===== src/b64d_pkg.sv =====
package b64d_pkg;

    // Default width of the decoded-byte counter
    localparam int COUNT_BITS_DEF = 16;
    // Default depth of the job queue between front and back
    localparam int QUEUE_DEPTH_DEF = 4;
    // Byte limit after reset
    localparam logic [15:0] LIMIT_RESET = 16'hFFFF;
    // Most results one character can cause
    localparam int JOB_BYTES = 3;

    // One job: the results caused by one accepted character
    typedef struct packed {
        logic [JOB_BYTES-1:0][7:0]  bytes;
        logic [JOB_BYTES-1:0][15:0] counts;
        logic [1:0]                 n;
        logic                       has_data;
        logic                       done;
        logic                       failed;
    } job_t;

endpackage


===== src/base64_decoder.sv =====
// Channel   | Handshake            | Payload
// ----------+----------------------+---------------------------------------------------
// input     | in_valid / in_stall  | char_code
// output    | out_valid / out_stall| data_byte, has_data, done_res, failed, byte_count,
//           |                      | last
// config    | cfg_wr_en            | cfg_wr_data (byte limit)
//
// One character is taken per cycle while the job queue has room; a character
// that completes a group leaves a job of one to three results in the queue.
// The back end drains one result per cycle through its output register while
// out_stall is low, so the output port sets the rate. Reset clears the group
// state, the queue and the output register; the limit returns to 65535. A stall
// on either side only fills or drains the queue.
module base64_decoder #(
    parameter int COUNT_BITS  = b64d_pkg::COUNT_BITS_DEF,
    parameter int QUEUE_DEPTH = b64d_pkg::QUEUE_DEPTH_DEF
) (
    input  logic        clk,
    input  logic        rst_n,
    input  logic        cfg_wr_en,
    input  logic [15:0] cfg_wr_data,
    input  logic        in_valid,
    output logic        in_stall,
    input  logic [7:0]  char_code,
    output logic        out_valid,
    input  logic        out_stall,
    output logic [7:0]  data_byte,
    output logic        has_data,
    output logic        done_res,
    output logic        failed,
    output logic [15:0] byte_count,
    output logic        last
);
    import b64d_pkg::*;

    logic [15:0] limit_reg;
    logic        queue_full;
    logic        queue_empty;
    logic        push;
    logic        pop;
    job_t        push_job;
    job_t        head_job;

    // Byte limit; the user must write it only while the decoder is idle; not enforced
    always_ff @(posedge clk or negedge rst_n)
    begin
        if (!rst_n)
            limit_reg <= LIMIT_RESET;
        else if (cfg_wr_en)
            limit_reg <= cfg_wr_data;
    end

    // Hold the input whenever the queue cannot take another job
    assign in_stall = queue_full;

    // Front end: classify each character, gather groups, apply the limit
    b64d_front #(
        .COUNT_BITS(COUNT_BITS)
    ) u_front (
        .clk        (clk),
        .rst_n      (rst_n),
        .in_valid   (in_valid),
        .char_code  (char_code),
        .queue_full (queue_full),
        .limit      (limit_reg),
        .push       (push),
        .job        (push_job)
    );

    // Short queue decoupling the character side from the result side
    b64d_queue #(
        .DEPTH(QUEUE_DEPTH)
    ) u_queue (
        .clk      (clk),
        .rst_n    (rst_n),
        .push     (push),
        .push_job (push_job),
        .pop      (pop),
        .head     (head_job),
        .full     (queue_full),
        .empty    (queue_empty)
    );

    // Back end: split each job into result transfers
    b64d_back u_back (
        .clk        (clk),
        .rst_n      (rst_n),
        .head       (head_job),
        .empty      (queue_empty),
        .pop        (pop),
        .out_valid  (out_valid),
        .out_stall  (out_stall),
        .data_byte  (data_byte),
        .has_data   (has_data),
        .done_res   (done_res),
        .failed     (failed),
        .byte_count (byte_count),
        .last       (last)
    );

    // A job is never written into a full queue
    assert property (@(posedge clk) disable iff (!rst_n) push |-> !queue_full)
        else $error("job pushed into full queue");

    // The result that ends a text is always the last one of its character
    assert property (@(posedge clk) disable iff (!rst_n)
        (out_valid && done_res) |-> last)
        else $error("done result not marked last");

    // A failure is only reported together with the end of the text
    assert property (@(posedge clk) disable iff (!rst_n)
        (out_valid && failed) |-> (done_res && !has_data))
        else $error("failed without done or with data");

    // A result without data carries a zero byte
    assert property (@(posedge clk) disable iff (!rst_n)
        (out_valid && !has_data) |-> (data_byte == 8'd0))
        else $error("nonzero byte on result without data");

endmodule


===== src/b64d_front.sv =====
module b64d_front #(
    parameter int COUNT_BITS = b64d_pkg::COUNT_BITS_DEF
) (
    input  logic               clk,
    input  logic               rst_n,
    input  logic               in_valid,
    input  logic [7:0]         char_code,
    input  logic               queue_full,
    input  logic [15:0]        limit,
    output logic               push,
    output b64d_pkg::job_t     job
);
    import b64d_pkg::*;

    localparam int CMP_W = (COUNT_BITS > 16) ? COUNT_BITS : 16;

    localparam logic [7:0] CH_TERM    = 8'h00;
    localparam logic [7:0] CH_PAD     = 8'h3D;
    localparam logic [7:0] CH_PLUS    = 8'h2B;
    localparam logic [7:0] CH_SLASH   = 8'h2F;
    localparam logic [7:0] CH_DIGIT_0 = 8'h30;
    localparam logic [7:0] CH_DIGIT_9 = 8'h39;
    localparam logic [7:0] CH_UPPER_A = 8'h41;
    localparam logic [7:0] CH_UPPER_Z = 8'h5A;
    localparam logic [7:0] CH_LOWER_A = 8'h61;
    localparam logic [7:0] CH_LOWER_Z = 8'h7A;
    localparam logic [6:0] NO_SEXTET  = 7'd64;

    // Map a character to its 6-bit value; NO_SEXTET when outside the alphabet
    function automatic logic [6:0] sextet_of(input logic [7:0] c);
        logic [6:0] s;
        if (c >= CH_UPPER_A && c <= CH_UPPER_Z)
            s = 7'(c - CH_UPPER_A);
        else if (c >= CH_LOWER_A && c <= CH_LOWER_Z)
            s = 7'(c - 8'd71);
        else if (c >= CH_DIGIT_0 && c <= CH_DIGIT_9)
            s = 7'(c + 8'd4);
        else if (c == CH_PLUS)
            s = 7'd62;
        else if (c == CH_SLASH)
            s = 7'd63;
        else
            s = NO_SEXTET;
        return s;
    endfunction

    logic [1:0]            pos_reg, pos_next;
    logic [17:0]           held_reg, held_next;
    logic                  third_pad_reg, third_pad_next;
    logic                  first_reg, first_next;
    logic                  skip_reg, skip_next;
    logic [COUNT_BITS-1:0] count_reg, count_next;

    logic                  accept;
    logic                  gen;
    logic [6:0]            sext;
    logic                  is_pad;
    logic [5:0]            s4;
    logic [COUNT_BITS-1:0] cnt1, cnt2, cnt3;
    logic                  ok0, ok1, ok2;
    logic [1:0]            nbytes;
    logic [1:0]            emit;
    logic                  ended;

    assign accept = in_valid && !queue_full;
    assign push   = accept && gen;

    assign sext   = sextet_of(char_code);
    assign is_pad = (char_code == CH_PAD);
    assign s4     = is_pad ? 6'd0 : sext[5:0];

    assign cnt1 = count_reg + COUNT_BITS'(1);
    assign cnt2 = count_reg + COUNT_BITS'(2);
    assign cnt3 = count_reg + COUNT_BITS'(3);
    assign ok0  = CMP_W'(count_reg) < CMP_W'(limit);
    assign ok1  = CMP_W'(cnt1) < CMP_W'(limit);
    assign ok2  = CMP_W'(cnt2) < CMP_W'(limit);

    assign nbytes = third_pad_reg ? 2'd1 : (is_pad ? 2'd2 : 2'd3);

    always_comb
    begin
        // stop at the first due byte that would pass the limit
        if (!ok0)
            emit = 2'd0;
        else if (nbytes == 2'd1 || !ok1)
            emit = 2'd1;
        else if (nbytes == 2'd2 || !ok2)
            emit = 2'd2;
        else
            emit = 2'd3;
        ended = (emit != nbytes) || is_pad;
    end

    always_comb
    begin
        pos_next       = pos_reg;
        held_next      = held_reg;
        third_pad_next = third_pad_reg;
        first_next     = first_reg;
        skip_next      = skip_reg;
        count_next     = count_reg;
        gen            = 1'b0;

        // first byte of the group goes out first
        job.bytes[0] = {held_reg[17:12], held_reg[11:10]};
        job.bytes[1] = {held_reg[9:6], held_reg[5:2]};
        job.bytes[2] = {held_reg[1:0], s4};
        job.counts   = {16'(cnt3), 16'(cnt2), 16'(cnt1)};
        job.n        = 2'd1;
        job.has_data = 1'b0;
        job.done     = 1'b1;
        job.failed   = 1'b0;

        if (skip_reg) begin
            // drop everything up to and including the terminator
            if (char_code == CH_TERM)
                skip_next = 1'b0;
        end else if (char_code == CH_TERM) begin
            gen          = 1'b1;
            job.counts   = {16'd0, 16'd0, 16'(count_reg)};
            job.failed   = (pos_reg != 2'd0) || first_reg;
            pos_next       = 2'd0;
            held_next      = '0;
            third_pad_next = 1'b0;
            first_next     = 1'b1;
            count_next     = '0;
        end else if (!(sext != NO_SEXTET || (is_pad && pos_reg[1]))) begin
            gen          = 1'b1;
            job.counts   = {16'd0, 16'd0, 16'(count_reg)};
            job.failed   = 1'b1;
            pos_next       = 2'd0;
            held_next      = '0;
            third_pad_next = 1'b0;
            first_next     = 1'b1;
            count_next     = '0;
            skip_next      = 1'b1;
        end else if (pos_reg != 2'd3) begin
            if (pos_reg == 2'd2)
                third_pad_next = is_pad;
            held_next = {held_reg[11:0], s4};
            pos_next  = pos_reg + 2'd1;
        end else begin
            gen = 1'b1;
            pos_next       = 2'd0;
            held_next      = '0;
            third_pad_next = 1'b0;
            first_next     = 1'b0;
            if (emit == 2'd0) begin
                job.counts = {16'd0, 16'd0, 16'(count_reg)};
            end else begin
                job.n        = emit;
                job.has_data = 1'b1;
                job.done     = ended;
            end
            if (ended) begin
                first_next = 1'b1;
                count_next = '0;
                skip_next  = 1'b1;
            end else begin
                count_next = count_reg + COUNT_BITS'(emit);
            end
        end
    end

    always_ff @(posedge clk or negedge rst_n)
    begin
        if (!rst_n) begin
            pos_reg       <= 2'd0;
            held_reg      <= '0;
            third_pad_reg <= 1'b0;
            first_reg     <= 1'b1;
            skip_reg      <= 1'b0;
            count_reg     <= '0;
        end else if (accept) begin
            pos_reg       <= pos_next;
            held_reg      <= held_next;
            third_pad_reg <= third_pad_next;
            first_reg     <= first_next;
            skip_reg      <= skip_next;
            count_reg     <= count_next;
        end
    end

endmodule


===== src/b64d_queue.sv =====
module b64d_queue #(
    parameter int DEPTH = b64d_pkg::QUEUE_DEPTH_DEF
) (
    input  logic           clk,
    input  logic           rst_n,
    input  logic           push,
    input  b64d_pkg::job_t push_job,
    input  logic           pop,
    output b64d_pkg::job_t head,
    output logic           full,
    output logic           empty
);
    import b64d_pkg::*;

    localparam int PTR_W = (DEPTH > 1) ? $clog2(DEPTH) : 1;
    localparam int CNT_W = $clog2(DEPTH + 1);

    job_t             slot_reg [DEPTH];
    logic [PTR_W-1:0] wr_ptr_reg, rd_ptr_reg;
    logic [CNT_W-1:0] fill_reg;

    assign full  = (fill_reg == CNT_W'(DEPTH));
    assign empty = (fill_reg == '0);
    assign head  = slot_reg[rd_ptr_reg];

    function automatic logic [PTR_W-1:0] bump(input logic [PTR_W-1:0] p);
        return (p == PTR_W'(DEPTH - 1)) ? '0 : p + PTR_W'(1);
    endfunction

    always_ff @(posedge clk)
    begin
        if (push)
            slot_reg[wr_ptr_reg] <= push_job;
    end

    always_ff @(posedge clk or negedge rst_n)
    begin
        if (!rst_n) begin
            wr_ptr_reg <= '0;
            rd_ptr_reg <= '0;
            fill_reg   <= '0;
        end else begin
            if (push)
                wr_ptr_reg <= bump(wr_ptr_reg);
            if (pop)
                rd_ptr_reg <= bump(rd_ptr_reg);
            if (push && !pop)
                fill_reg <= fill_reg + CNT_W'(1);
            else if (pop && !push)
                fill_reg <= fill_reg - CNT_W'(1);
        end
    end

endmodule


===== src/b64d_back.sv =====
module b64d_back (
    input  logic           clk,
    input  logic           rst_n,
    input  b64d_pkg::job_t head,
    input  logic           empty,
    output logic           pop,
    output logic           out_valid,
    input  logic           out_stall,
    output logic [7:0]     data_byte,
    output logic           has_data,
    output logic           done_res,
    output logic           failed,
    output logic [15:0]    byte_count,
    output logic           last
);
    import b64d_pkg::*;

    logic        valid_reg;
    logic [7:0]  data_reg;
    logic        has_reg;
    logic        done_reg;
    logic        fail_reg;
    logic [15:0] count_reg;
    logic        last_reg;
    logic [1:0]  idx_reg;

    logic        advance;
    logic        load;
    logic        is_last;

    assign advance = !valid_reg || !out_stall;
    assign load    = advance && !empty;
    assign is_last = (idx_reg == head.n - 2'd1);
    assign pop     = load && is_last;

    always_ff @(posedge clk or negedge rst_n)
    begin
        if (!rst_n) begin
            valid_reg <= 1'b0;
            idx_reg   <= 2'd0;
        end else if (advance) begin
            valid_reg <= !empty;
            if (load)
                idx_reg <= is_last ? 2'd0 : idx_reg + 2'd1;
        end
    end

    always_ff @(posedge clk)
    begin
        if (load) begin
            data_reg  <= head.has_data ? head.bytes[idx_reg] : 8'd0;
            has_reg   <= head.has_data;
            done_reg  <= head.done && is_last;
            fail_reg  <= head.failed && is_last;
            count_reg <= head.counts[idx_reg];
            last_reg  <= is_last;
        end
    end

    assign out_valid  = valid_reg;
    assign data_byte  = data_reg;
    assign has_data   = has_reg;
    assign done_res   = done_reg;
    assign failed     = fail_reg;
    assign byte_count = count_reg;
    assign last       = last_reg;

endmodule


===== config.mk =====
export PLATFORM = sky130hd
export DESIGN_NAME = base64_decoder
export DESIGN_NICKNAME = d
export VERILOG_FILES = /design/src/b64d_pkg.sv /design/src/base64_decoder.sv /design/src/b64d_front.sv /design/src/b64d_queue.sv /design/src/b64d_back.sv
export SDC_FILE = /design/constraint.sdc
export NUM_CORES = 1
export LEC_CHECK = 0
export ABC_AREA = 1
export BUFFER_PORTS_ARGS = -buffer_cell sky130_fd_sc_hd__buf_2
export CORE_AREA = 2 2 232 234
export DETAILED_ROUTE_END_ITERATION = 10
export DIE_AREA = 0 0 234 236
export GPL_ROUTABILITY_DRIVEN = 0
export PLACE_DENSITY = 0.58
export SYNTH_ARGS = -nofsm -noshare
export SYNTH_HDL_FRONTEND = slang
export SYNTH_HIERARCHICAL = 1
export SYNTH_SLANG_ARGS = --single-unit

===== constraint.sdc =====
create_clock -name clk -period 3.8 [get_ports clk]
set_clock_uncertainty 0.1 [all_clocks]
set_input_delay 0.19 -clock clk [delete_from_list [all_inputs] [get_ports clk]]
set_output_delay 0.19 -clock clk [all_outputs]
set_load 0.005 [all_outputs]

==> flow_summary.ini, run 1 <==
[yosys]
ys_seq_elements = 401
syn_area_mm2 = 0.0209
synthTopCellsByArea = sky130_fd_sc_hd__edfxtp_1, sky130_fd_sc_hd__nand2_1, sky130_fd_sc_hd__o211ai_2, sky130_fd_sc_hd__dfrtp_1, sky130_fd_sc_hd__inv_1
synth-adder-area-share = 0.0444
synth.top_cell.area_share = 0.483
synth-compound-area-share = 0.119
synth.avg_cell_area_um2 = 9.98
seq_area_frac_synth = 0.562
synth_edf_count = 336
syn-num-nets = 2196
synth_mux_area_frac = 0
syn_warnings = 6
synth_flop_cell = sky130_fd_sc_hd__edfxtp_1
ys_types = 50
post_synth_xor_area_fraction = 0.0214
dominant_combinational_cell_family_by_area_after_synthesis = simple AND/OR/NAND/NOR gates
post-synth-top-area-cell = sky130_fd_sc_hd__edfxtp_1
simple_gate_portion_of_the_synthesized_area = 0.169
netlist_instances = 2094
asyncSetResetFlopFracSynth = 0.162

[critical_path]
crit_type = flip-flop to flip-flop
crit_arrival_ns = 4.15
critical_path_peak_fanout = 4
data_required_time_of_the_worst_path_ns = 4.17
critical_path.startpoint_type = flip-flop
worstSetupEndpointType = flip-flop

[detailed_routing]
post-route-drc-count = 0
route.detailed.wl_per_inst_um = 17.3
detailroute.via_count = 14800
finalWirelength_um = 51800
detail_route.vias_per_cell = 4.93
detail-route-antenna-nets = 0
1st_pass_router_iterations = 5
drtIter0Drc = 1180

[cells_and_area]
area_growth_pct = 18.4
largest_register_ff_count = 308
nets = 2368
final_util = 0.466
antenna-diode-count = 0
fill_cells = 4859
drive_above_1_share = 0.211
post-route-cell-area_mm2 = 0.0247
layout.area.seq_mm2 = 0.0117
area_taken_by_multi_input_logic_gates_mm2 = 0.00776
fin_cells = 2997

[timing]
grt_setup_unrepaired = yes
post-route-min-period_ns = 3.77
final_max_slew_viol_count = 0
fin_ws_ns = 0.0280
fmax_ghz = 0.265
report.final.hold_viol_count = 0
crit_share_post_route = 0.993
fin_worst_hold_slack_ns = 0.0211
setup_total_negative_slack_ns = 0
worst_slew_margin = 0.276
timing_worst_slew_pin_value_ns = 1.09
setup_violations = 0

[floorplanning]
core_mm2 = 0.0531
placementRows = 85
top_level_ports = 59
die_w_um = 234
floorplan.initialDensity = 0.394
fp.dieArea_mm2 = 0.0552
floorplan.die.height_um = 236

[clock_tree]
numCtsBuffers = 43
clk_pin_slew_worst_setup_hold_paths_ns = 0.06
cts_root_buf = sky130_fd_sc_hd__clkbuf_16
worstSkewPairLatency_ns = 0.58
clock_tree.buffer_depth = 3
clock_sinks = 401
tritoncts = done
htree_num_levels = 2

[global_route]
grt_util_met3 = 0.0273
gr-usage-met1 = 0.264
number_of_global_route_vias_before_repair = 14100
globalRouteOverflowTotal = 0
globalRoute.busiestLayer = met2
first_pass_grt_wire_length_um = 80600
groute.usage.overall = 0.189
grt_max_degree = 217
grt_use_met2 = 0.305
grt_antenna_before_repair = 0

[placed_design]
post-place-ws_ns = -0.213
place.port_buffers = 58
placed_cells_incl_taps = 2868
placed_area_mm2 = 0.0225
dp_hpwl_um = 33600

[power_and_ir_drop]
peakVddDrop_v = 0.000397
powerDensity_mw_per_mm2 = 639
power.static_leakage_nw = 10.9
total_power_mw = 15.8

[hold_path]
worst_hold_path_type = input port to flip-flop

[flow_run]
max_cap_viols = 0

[run_status]
status = completed
## Yosys cell counts (17+ instances only)
cell type and n:
sky130_fd_sc_hd__dfstp_2 17, sky130_fd_sc_hd__buf_2 41, sky130_fd_sc_hd__o21ai_1 20, sky130_fd_sc_hd__clkbuf_1 24, sky130_fd_sc_hd__nand3_1 60, sky130_fd_sc_hd__dfrtp_1 48, sky130_fd_sc_hd__a21oi_1 63, sky130_fd_sc_hd__ha_1 71
sky130_fd_sc_hd__buf_6 21, sky130_fd_sc_hd__nor2_1 107, sky130_fd_sc_hd__o21ai_0 63, sky130_fd_sc_hd__xor2_1 47, sky130_fd_sc_hd__o211ai_2 100, sky130_fd_sc_hd__edfxtp_1 336, sky130_fd_sc_hd__nand2_1 643, sky130_fd_sc_hd__inv_1 277
sky130_fd_sc_hd__o211ai_1 54
## final timing paths
| path | startpoint | endpoint | slack [ns] | cells after the start |
|---|---|---|---|---|
| max in group asynchronous | rst_n | u_queue/rd_ptr_reg[1]$_DFFE_PN0P_ | 2.68 | 2 |
| worst min-delay path | cfg_wr_en | limit_reg[4]$_DFFE_PN1P_ | 0.02 | 4 |
| worst max register to register | u_front/count_reg[10]$_DFFE_PN0P_ | u_front/count_reg[12]$_DFFE_PN0P_ | 0.03 | 23 |
| worst max-delay path | u_front/count_reg[10]$_DFFE_PN0P_ | u_front/count_reg[12]$_DFFE_PN0P_ | 0.03 | 23 |
| worst min register to register | limit_reg[4]$_DFFE_PN1P_ | limit_reg[4]$_DFFE_PN1P_ | 0.36 | 2 |
| min in group asynchronous | rst_n | u_queue/fill_reg[2]$_DFFE_PN0P_ | 0.22 | 2 |
## power by group
part / internal, mW / switching [mW]
Combinational: 1.78 / 3.71
Clock: 2.55 / 1.72
Sequential: 5.68 / 0.367
## area by class of cell
type                            instances  share of cell area
Tap cell                              696              0.0352
Timing Repair Buffer                  227              0.0725
Clock inverter                         24              0.0111
Multi-Input combinational cell       1301               0.314
Clock buffer                           56              0.0468
Sequential cell                       401               0.475
Inverter                              292              0.0456
## metal layers
layer,wire [um],up-vias
met2,24200,359
met3,2780,82
met5,0,-
li1,-,7289
met1,23500,7031
met4,1310,0
## placed cells by master, fill, tap and decap left out, types with 4 or more instances in the layout
cell type / synthesis / layout
sky130_fd_sc_hd__dlygate4sd3_1: 0 / 35
sky130_fd_sc_hd__edfxtp_1: 336 / 336
sky130_fd_sc_hd__nor3_2: 2 / 4
sky130_fd_sc_hd__clkinvlp_4: 0 / 5
sky130_fd_sc_hd__o21ai_0: 63 / 56
sky130_fd_sc_hd__nand2_1: 643 / 630
sky130_fd_sc_hd__nor2_1: 107 / 94
sky130_fd_sc_hd__clkbuf_16: 0 / 44
sky130_fd_sc_hd__a21oi_1: 63 / 55
sky130_fd_sc_hd__o211ai_2: 100 / 100
sky130_fd_sc_hd__nand3_1: 60 / 56
sky130_fd_sc_hd__clkinv_1: 0 / 10
sky130_fd_sc_hd__nor3_1: 11 / 6
sky130_fd_sc_hd__bufinv_16: 0 / 6
sky130_fd_sc_hd__inv_1: 277 / 268
sky130_fd_sc_hd__xnor2_1: 4 / 4
sky130_fd_sc_hd__nand2_2: 13 / 25
sky130_fd_sc_hd__dfrtp_1: 48 / 46
sky130_fd_sc_hd__nand2_4: 3 / 4
sky130_fd_sc_hd__clkbuf_1: 24 / 11
sky130_fd_sc_hd__o211ai_1: 54 / 54
sky130_fd_sc_hd__nand4_1: 9 / 9
sky130_fd_sc_hd__o21ai_1: 20 / 24
sky130_fd_sc_hd__buf_12: 1 / 10
sky130_fd_sc_hd__inv_2: 12 / 16
sky130_fd_sc_hd__buf_4: 6 / 120
sky130_fd_sc_hd__buf_2: 41 / 57
sky130_fd_sc_hd__a21oi_2: 0 / 7
sky130_fd_sc_hd__nor2_2: 4 / 11
sky130_fd_sc_hd__xor2_2: 0 / 4
sky130_fd_sc_hd__clkinv_2: 0 / 5
sky130_fd_sc_hd__buf_6: 21 / 5
sky130_fd_sc_hd__ha_1: 71 / 64
sky130_fd_sc_hd__xor2_1: 47 / 42
sky130_fd_sc_hd__nor2_4: 2 / 8
sky130_fd_sc_hd__dfstp_2: 17 / 17
sky130_fd_sc_hd__ha_4: 0 / 6
## cell families after synthesis
logic type	count (synthesis)
simple gates	866
flops	401
buf+inv	392
compound gates	311
fa+ha+maj	73
xor+xnor	51
## timing repair
| action | CTS | global route |
|---|---|---|
| endpoints found under the hold margin | 67 | 0 |
| endpoints found under the setup margin | 14 | 25 |
| hold buffers | 35 | 0 |
| pin swaps | 7 | 34 |
| resized for setup | 23 | 65 |
| buffers inserted | 5 | 9 |
## critical path, stage by stage (launching register included)
cell                      delay, ns
sky130_fd_sc_hd__dfrtp_1       0.34
sky130_fd_sc_hd__inv_1         0.15
sky130_fd_sc_hd__nor3_4        0.20
sky130_fd_sc_hd__nand4_1       0.22
sky130_fd_sc_hd__nor3_2        0.19
sky130_fd_sc_hd__xor2_1        0.22
sky130_fd_sc_hd__ha_1          0.31
sky130_fd_sc_hd__a21oi_2       0.17
sky130_fd_sc_hd__o21ai_1       0.09
sky130_fd_sc_hd__a21oi_2       0.16
sky130_fd_sc_hd__nand2_1       0.08
sky130_fd_sc_hd__nor2_2        0.16
sky130_fd_sc_hd__a21oi_2       0.07
sky130_fd_sc_hd__ha_2          0.20
sky130_fd_sc_hd__fa_2          0.37
sky130_fd_sc_hd__nand3_4       0.09
sky130_fd_sc_hd__inv_1         0.06
sky130_fd_sc_hd__nand2_1       0.07
sky130_fd_sc_hd__xor2_1        0.15
sky130_fd_sc_hd__inv_1         0.05
sky130_fd_sc_hd__nand2_1       0.06
sky130_fd_sc_hd__nor2_1        0.04
sky130_fd_sc_hd__nand2_1       0.06
sky130_fd_sc_hd__nand2_1       0.05
No activity file was read; power rests on OpenSTA's default activity.
==> inputs of run 2 (changes only) <==
Settings changed: CORE_AREA 2 2 232 234 to 2 2 248 250, DIE_AREA 0 0 234 236 to 0 0 250 252, PLACE_DENSITY 0.58 to 0.52.
==> run 2 against run 1 <==
  * The run now ends with setup timing left
  * Register-to-register slack worse by 0.13 ns
  * Final cell count is 4.2% higher
  * Power is 1.9% higher
  * Via count up 0.94%
  * Combinational power increased by 5.3%
  * Sequential power about the same
  * Die area up 14%
  * Worst setup slack lost 0.13 ns
  * Sequential cell count is the same
  * Highest routed layer unchanged
==> flow_summary.ini, run 2 (synthesis gave the netlist of run 1 again) <==
[run_status]
status = finished, violations left
failing_checks = setup timing

[global_route]
first_pass_grt_wire_length_um = 84300
grt_max_degree = 109
globalRouteOverflowTotal = 0
globalRoute.busiestLayer = met2
number_of_global_route_vias_before_repair = 14500
grt_antenna_before_repair = 0
grt_util_met3 = 0.0238
grt_use_met2 = 0.282
gr-usage-met1 = 0.240
groute.usage.overall = 0.172

[timing]
crit_share_post_route = 1.03
post-route-min-period_ns = 3.90
final_max_slew_viol_count = 0
fin_ws_ns = -0.0987
timing_worst_slew_pin_value_ns = 0.978
grt_setup_unrepaired = yes
fin_worst_hold_slack_ns = 0.0345
report.final.hold_viol_count = 0
setup_total_negative_slack_ns = -0.431
setup_violations = 11
fmax_ghz = 0.256
worst_slew_margin = 0.348

[critical_path]
critical_path_buf_inv_count = 10
critical_path.startpoint_type = flip-flop
worstSetupEndpointType = flip-flop
critPathTopFamily = simple AND/OR/NAND/NOR gates
data_required_time_of_the_worst_path_ns = 4.17
cp_max_stage_cell = sky130_fd_sc_hd__dfrtp_1
worstRegToRegCells = 31
rr_startpoint = u_front/count_reg[6]$_DFFE_PN0P_
cell_mode_on_critical_path = sky130_fd_sc_hd__nand2_1
critical_path.max_stage_delay_ns = 0.39
worst_r2r_endpoint = u_front/count_reg[12]$_DFFE_PN0P_
critical_path_peak_fanout = 4
crit_type = flip-flop to flip-flop
crit_arrival_ns = 4.26
r2r_setup_slack_ns = -0.1

[detailed_routing]
post-route-drc-count = 0
route.detailed.wl_per_inst_um = 17.4
detail_route.vias_per_cell = 4.77
drtIter0Drc = 1003
detail-route-antenna-nets = 0
1st_pass_router_iterations = 5
finalWirelength_um = 54500
detailroute.via_count = 14900

[cells_and_area]
fill_cells = 5817
area_growth_pct = 21.0
largest_register_ff_count = 308
drive_above_1_share = 0.232
most-common-layout-cells = sky130_fd_sc_hd__nand2_1, sky130_fd_sc_hd__edfxtp_1, sky130_fd_sc_hd__inv_1
nets = 2407
mostFrequentLayoutCell = sky130_fd_sc_hd__nand2_1
final_util = 0.420

[hold_path]
worst_hold_path_type = input port to flip-flop
timing.hold.worst.start = cfg_wr_en
hold-path-endpoint = limit_reg[6]$_DFFE_PN1P_
timing.hold.worst_path_depth = 4

[floorplanning]
fp.dieArea_mm2 = 0.0630
core_mm2 = 0.0601
die_w_um = 250
floorplan.initialDensity = 0.347
placementRows = 90
top_level_ports = 59
floorplan.die.height_um = 252

[flow_run]
max_cap_viols = 0

[clock_tree]
clock_sinks = 401
worstSkewPairLatency_ns = 0.57
clk_pin_slew_worst_setup_hold_paths_ns = 0.06
clock_tree.buffer_depth = 3
numCtsBuffers = 44
htree_num_levels = 2
cts_root_buf = sky130_fd_sc_hd__clkbuf_16
tritoncts = done

[placed_design]
post-place-ws_ns = -0.306
dp_hpwl_um = 36500
place.port_buffers = 58

[power_and_ir_drop]
peakVddDrop_v = 0.000383
power.static_leakage_nw = 11.2
powerDensity_mw_per_mm2 = 637
total_power_mw = 16.1
run 2: area by class of cell:
type / count / area, um2 / share of cell area
clock buffers: 58 / 1200 / 0.0477
clock inverters: 22 / 233 / 0.00921
diodes: 1 / 2.50 / 0.0000990
flip-flops and latches: 401 / 11700 / 0.465
inverters: 292 / 1130 / 0.0449
well taps: 782 / 978 / 0.0387
multi-input cells: 1301 / 7820 / 0.309
repair buffers: 265 / 2160 / 0.0854
run 2: per-layer routing:
metal  routed length (um)  part of all wire  up-vias
li1                     -                 -     7366
met4                 1260             0.023        0
met2                25300              0.47      276
met1                25700              0.47     7183
met5                    0                 0        -
met3                 2180             0.040       75
run 2: worst reg2reg max path, delay by kind of cell, from the launching register on:
family | cells | cell delay (ns)
flip-flops | 1 | 0.39
buffers and inverters | 10 | 1.03
AND/OR/NAND/NOR | 18 | 1.50
XOR/XNOR | 1 | 0.14
adder cells (fa/ha/maj) | 2 | 0.65
run 2: how the worst max path moves through the flow:
stage,endpoint,slack [ns],depth (start not counted),start
6_report,u_front/count_reg[12]$_DFFE_PN0P_,-0.1,31,u_front/count_reg[6]$_DFFE_PN0P_
5_1_grt,u_front/count_reg[12]$_DFFE_PN0P_,-0.28,26,u_front/count_reg[6]$_DFFE_PN0P_
4_1_cts,u_front/count_reg[12]$_DFFE_PN0P_,0.0006,27,u_front/count_reg[4]$_DFFE_PN0P_
3_5_place_dp,u_front/count_reg[12]$_DFFE_PN0P_,-0.31,26,u_front/count_reg[6]$_DFFE_PN0P_
3_3_place_gp,u_front/count_reg[12]$_DFFE_PN0P_,-0.24,24,u_front/count_reg[8]$_DFFE_PN0P_
2_1_floorplan,u_front/count_reg[14]$_DFFE_PN0P_,0.003,29,u_front/count_reg[5]$_DFFE_PN0P_
run 2: repair_timing:
| action | CTS | global route |
|---|---|---|
| buffers inserted | 24 | 10 |
| hold endpoints to repair | 66 | 0 |
| resized for setup | 35 | 78 |
| pin swaps | 14 | 44 |
| hold buffers | 35 | 0 |
| endpoints found under the setup margin | 14 | 20 |
run 2: stage by stage:
step           cell area, um2  std cells
4_1_cts                 24900       3111
5_1_grt                 25300       3121
2_1_floorplan           20900       2094
3_3_place_gp            22800       2972
3_5_place_dp            22800       2972
6_report                25300       3122
run 2: where the power goes:
| part | internal (mW) | switching (mW) |
|---|---|---|
| clock network | 2.51 | 1.75 |
| logic | 1.92 | 3.86 |
| registers | 5.68 | 0.385 |
==> inputs of run 3 (changes only) <==
--- a/config.mk
+++ b/config.mk
@@ -12,4 +12,5 @@
 export DIE_AREA = 0 0 250 252
 export GPL_ROUTABILITY_DRIVEN = 0
+export MAX_ROUTING_LAYER = met4
 export PLACE_DENSITY = 0.52
 export SYNTH_ARGS = -nofsm -noshare
==> constraint.sdc (replaced) <==
create_clock -name clk -period 3.8 [get_ports clk]
set_clock_uncertainty 0.1 [all_clocks]
set_input_delay 0.76 -clock clk [delete_from_list [all_inputs] [get_ports clk]]
set_output_delay 0.76 -clock clk [all_outputs]
set_load 0.005 [all_outputs]
==> run 3 against run 2 <==
  * The flow still finishes with violations (setup timing)
  * Cell area is 0.72% lower
  * Sequential power hardly changed
  * Critical path depth is 3 lower
  * Hold slack better by 0.22 ns
  * Combinational power hardly changed
  * Power is 1.4% lower
  * Final cell count is 0.96% lower
  * Sequential share of layout area is 0.32 points higher
  * Wire length is 1.2% lower
  * Critical path type unchanged
==> flow_summary.ini, run 3 (synthesis gave the netlist of run 1 again) <==
[run_status]
status = finished, violations left
failing_checks = setup timing

[critical_path]
rr_startpoint = u_front/count_reg[6]$_DFFE_PN0P_
data_required_time_of_the_worst_path_ns = 4.17
crit_arrival_ns = 4.17
critical_path_peak_fanout = 3
critPathTopFamily = simple AND/OR/NAND/NOR gates
worstSetupEndpointType = flip-flop
critical_path.max_stage_delay_ns = 0.44
critical_path.startpoint_type = flip-flop
critical_path_buf_inv_count = 5
cp_max_stage_cell = sky130_fd_sc_hd__dfrtp_1
crit_type = flip-flop to flip-flop
crit_start = u_front/count_reg[6]$_DFFE_PN0P_

[power_and_ir_drop]
switch_share = 0.373
peakVddDrop_v = 0.000431
total_power_mw = 15.9
power.static_leakage_nw = 11.1
cellInternalPower_mw = 9.95
p_sw_mw = 5.93
powerDensity_mw_per_mm2 = 633
share_seq_of_total_power = 0.381
p_clk_frac = 0.257
power.share.combinational = 0.362

[cells_and_area]
most-common-layout-cells = sky130_fd_sc_hd__nand2_1, sky130_fd_sc_hd__edfxtp_1, sky130_fd_sc_hd__inv_1
nets = 2381
drive_above_1_share = 0.246
fill_cells = 5729
area_growth_pct = 20.1
fin_cells = 3092
largest_register_ff_count = 308
antenna-diode-count = 0
post-route-cell-area_mm2 = 0.0251
mostFrequentLayoutCell = sky130_fd_sc_hd__nand2_1
final_util = 0.417

[clock_tree]
clock_tree.buffer_depth = 3
cts_root_buf = sky130_fd_sc_hd__clkbuf_16
worstSkewPairLatency_ns = 0.57
numCtsBuffers = 43
htree_num_levels = 2
clk_pin_slew_worst_setup_hold_paths_ns = 0.06
tritoncts = done
clock_sinks = 401

[detailed_routing]
detail-route-antenna-nets = 0
post-route-drc-count = 0
finalWirelength_um = 53800
detail_route.vias_per_cell = 4.79
detailroute.via_count = 14800
drtIter0Drc = 889
1st_pass_router_iterations = 5
route.detailed.wl_per_inst_um = 17.4

[global_route]
groute.usage.overall = 0.175
grt_antenna_before_repair = 0
number_of_global_route_vias_before_repair = 14500
grt_max_degree = 181
first_pass_grt_wire_length_um = 83300
globalRouteOverflowTotal = 0

[timing]
report.final.hold_viol_count = 0
timing_worst_slew_pin_value_ns = 1.00
final_max_slew_viol_count = 0
worst_slew_margin = 0.331
post-route-min-period_ns = 3.81
fmax_ghz = 0.263
fin_ws_ns = -0.00857
grt_setup_unrepaired = yes
crit_share_post_route = 1.00
setup_violations = 1

[floorplanning]
top_level_ports = 59
core_mm2 = 0.0601
die_w_um = 250
floorplan.die.height_um = 252
fp.dieArea_mm2 = 0.0630
placementRows = 90
floorplan.initialDensity = 0.347

[placed_design]
placed_cells_incl_taps = 2983
placed_area_mm2 = 0.0230
place.port_buffers = 58
post-place-ws_ns = -0.293
dp_hpwl_um = 36000

[hold_path]
worst_hold_path_type = input port to asynchronous set/reset pin

[flow_run]
max_cap_viols = 0
-- run 3: changes by cell type in the layout (fill, tap and decap cells not counted), sizes merged --
cell         change
buf             +10
diode            -1
dlygate4sd3     -35
clkinvlp         +2
inv              -3
bufinv           -1
clkinv           -5
clkbuf           +3
-- run 3: path summary, 6_finish.rpt --
kind                                                           to  slack, ns  cells past startpoint
worst max-delay path             u_front/count_reg[9]$_DFFE_PN0P_     -0.009                     28
worst min-delay path              u_front/held_reg[1]$_DFFE_PN0P_       0.26                      1
worst max register to register   u_front/count_reg[9]$_DFFE_PN0P_     -0.009                     28
worst min register to register           limit_reg[4]$_DFFE_PN1P_       0.36                      2
max in group asynchronous       u_queue/rd_ptr_reg[1]$_DFFE_PN0P_       2.58                      1
min in group clk                         limit_reg[1]$_DFFE_PN1P_       0.28                      3
-- run 3: repair_timing --
action,in CTS,in global routing
setup endpoints to repair,14,17
pin swaps,18,59
resized for setup,40,77
hold buffers,0,0
endpoints found under the hold margin,0,0
buffers inserted,14,19
-- run 3: through the flow --
stage | hold slack [ns] | TNS (ns)
4_1_cts | 0.256 | 0
3_5_place_dp | 0.355 | -2.79
3_3_place_gp | 0.354 | -2.01
2_1_floorplan | 0.342 | -22.74
6_report | 0.257 | -0.00857
5_1_grt | 0.267 | -2.35
-- run 3: power groups by stage --
stage	logic (mW)	clock network, mW	registers (mW)
after global placement	5.54	0	6.11
after floorplan	3.93	0	6.02
after CTS	5.70	4.18	6.06
after global routing	6.41	4.35	6.12
after detailed placement	5.62	0	6.14
final	5.75	4.07	6.05
-- run 3: area by class of cell --
| cell class | instances | area [um2] | share of cell area |
|---|---|---|---|
| clock inverter | 15 | 174 | 0.00693 |
| tap | 782 | 978 | 0.0390 |
| inverter | 292 | 1150 | 0.0460 |
| timing repair buffer | 240 | 1890 | 0.0753 |
| multi-input combinational | 1301 | 7970 | 0.318 |
| sequential | 401 | 11700 | 0.468 |
| clock buffer | 61 | 1180 | 0.0472 |
-- run 3: per-layer routing --
metal / global-route usage / wire length [um] / share of wire
met5: - / 0 / 0
met4: 0.0556 / 1450 / 0.027
met3: 0.0255 / 2300 / 0.043
met2: 0.279 / 25100 / 0.47
met1: 0.231 / 24900 / 0.46
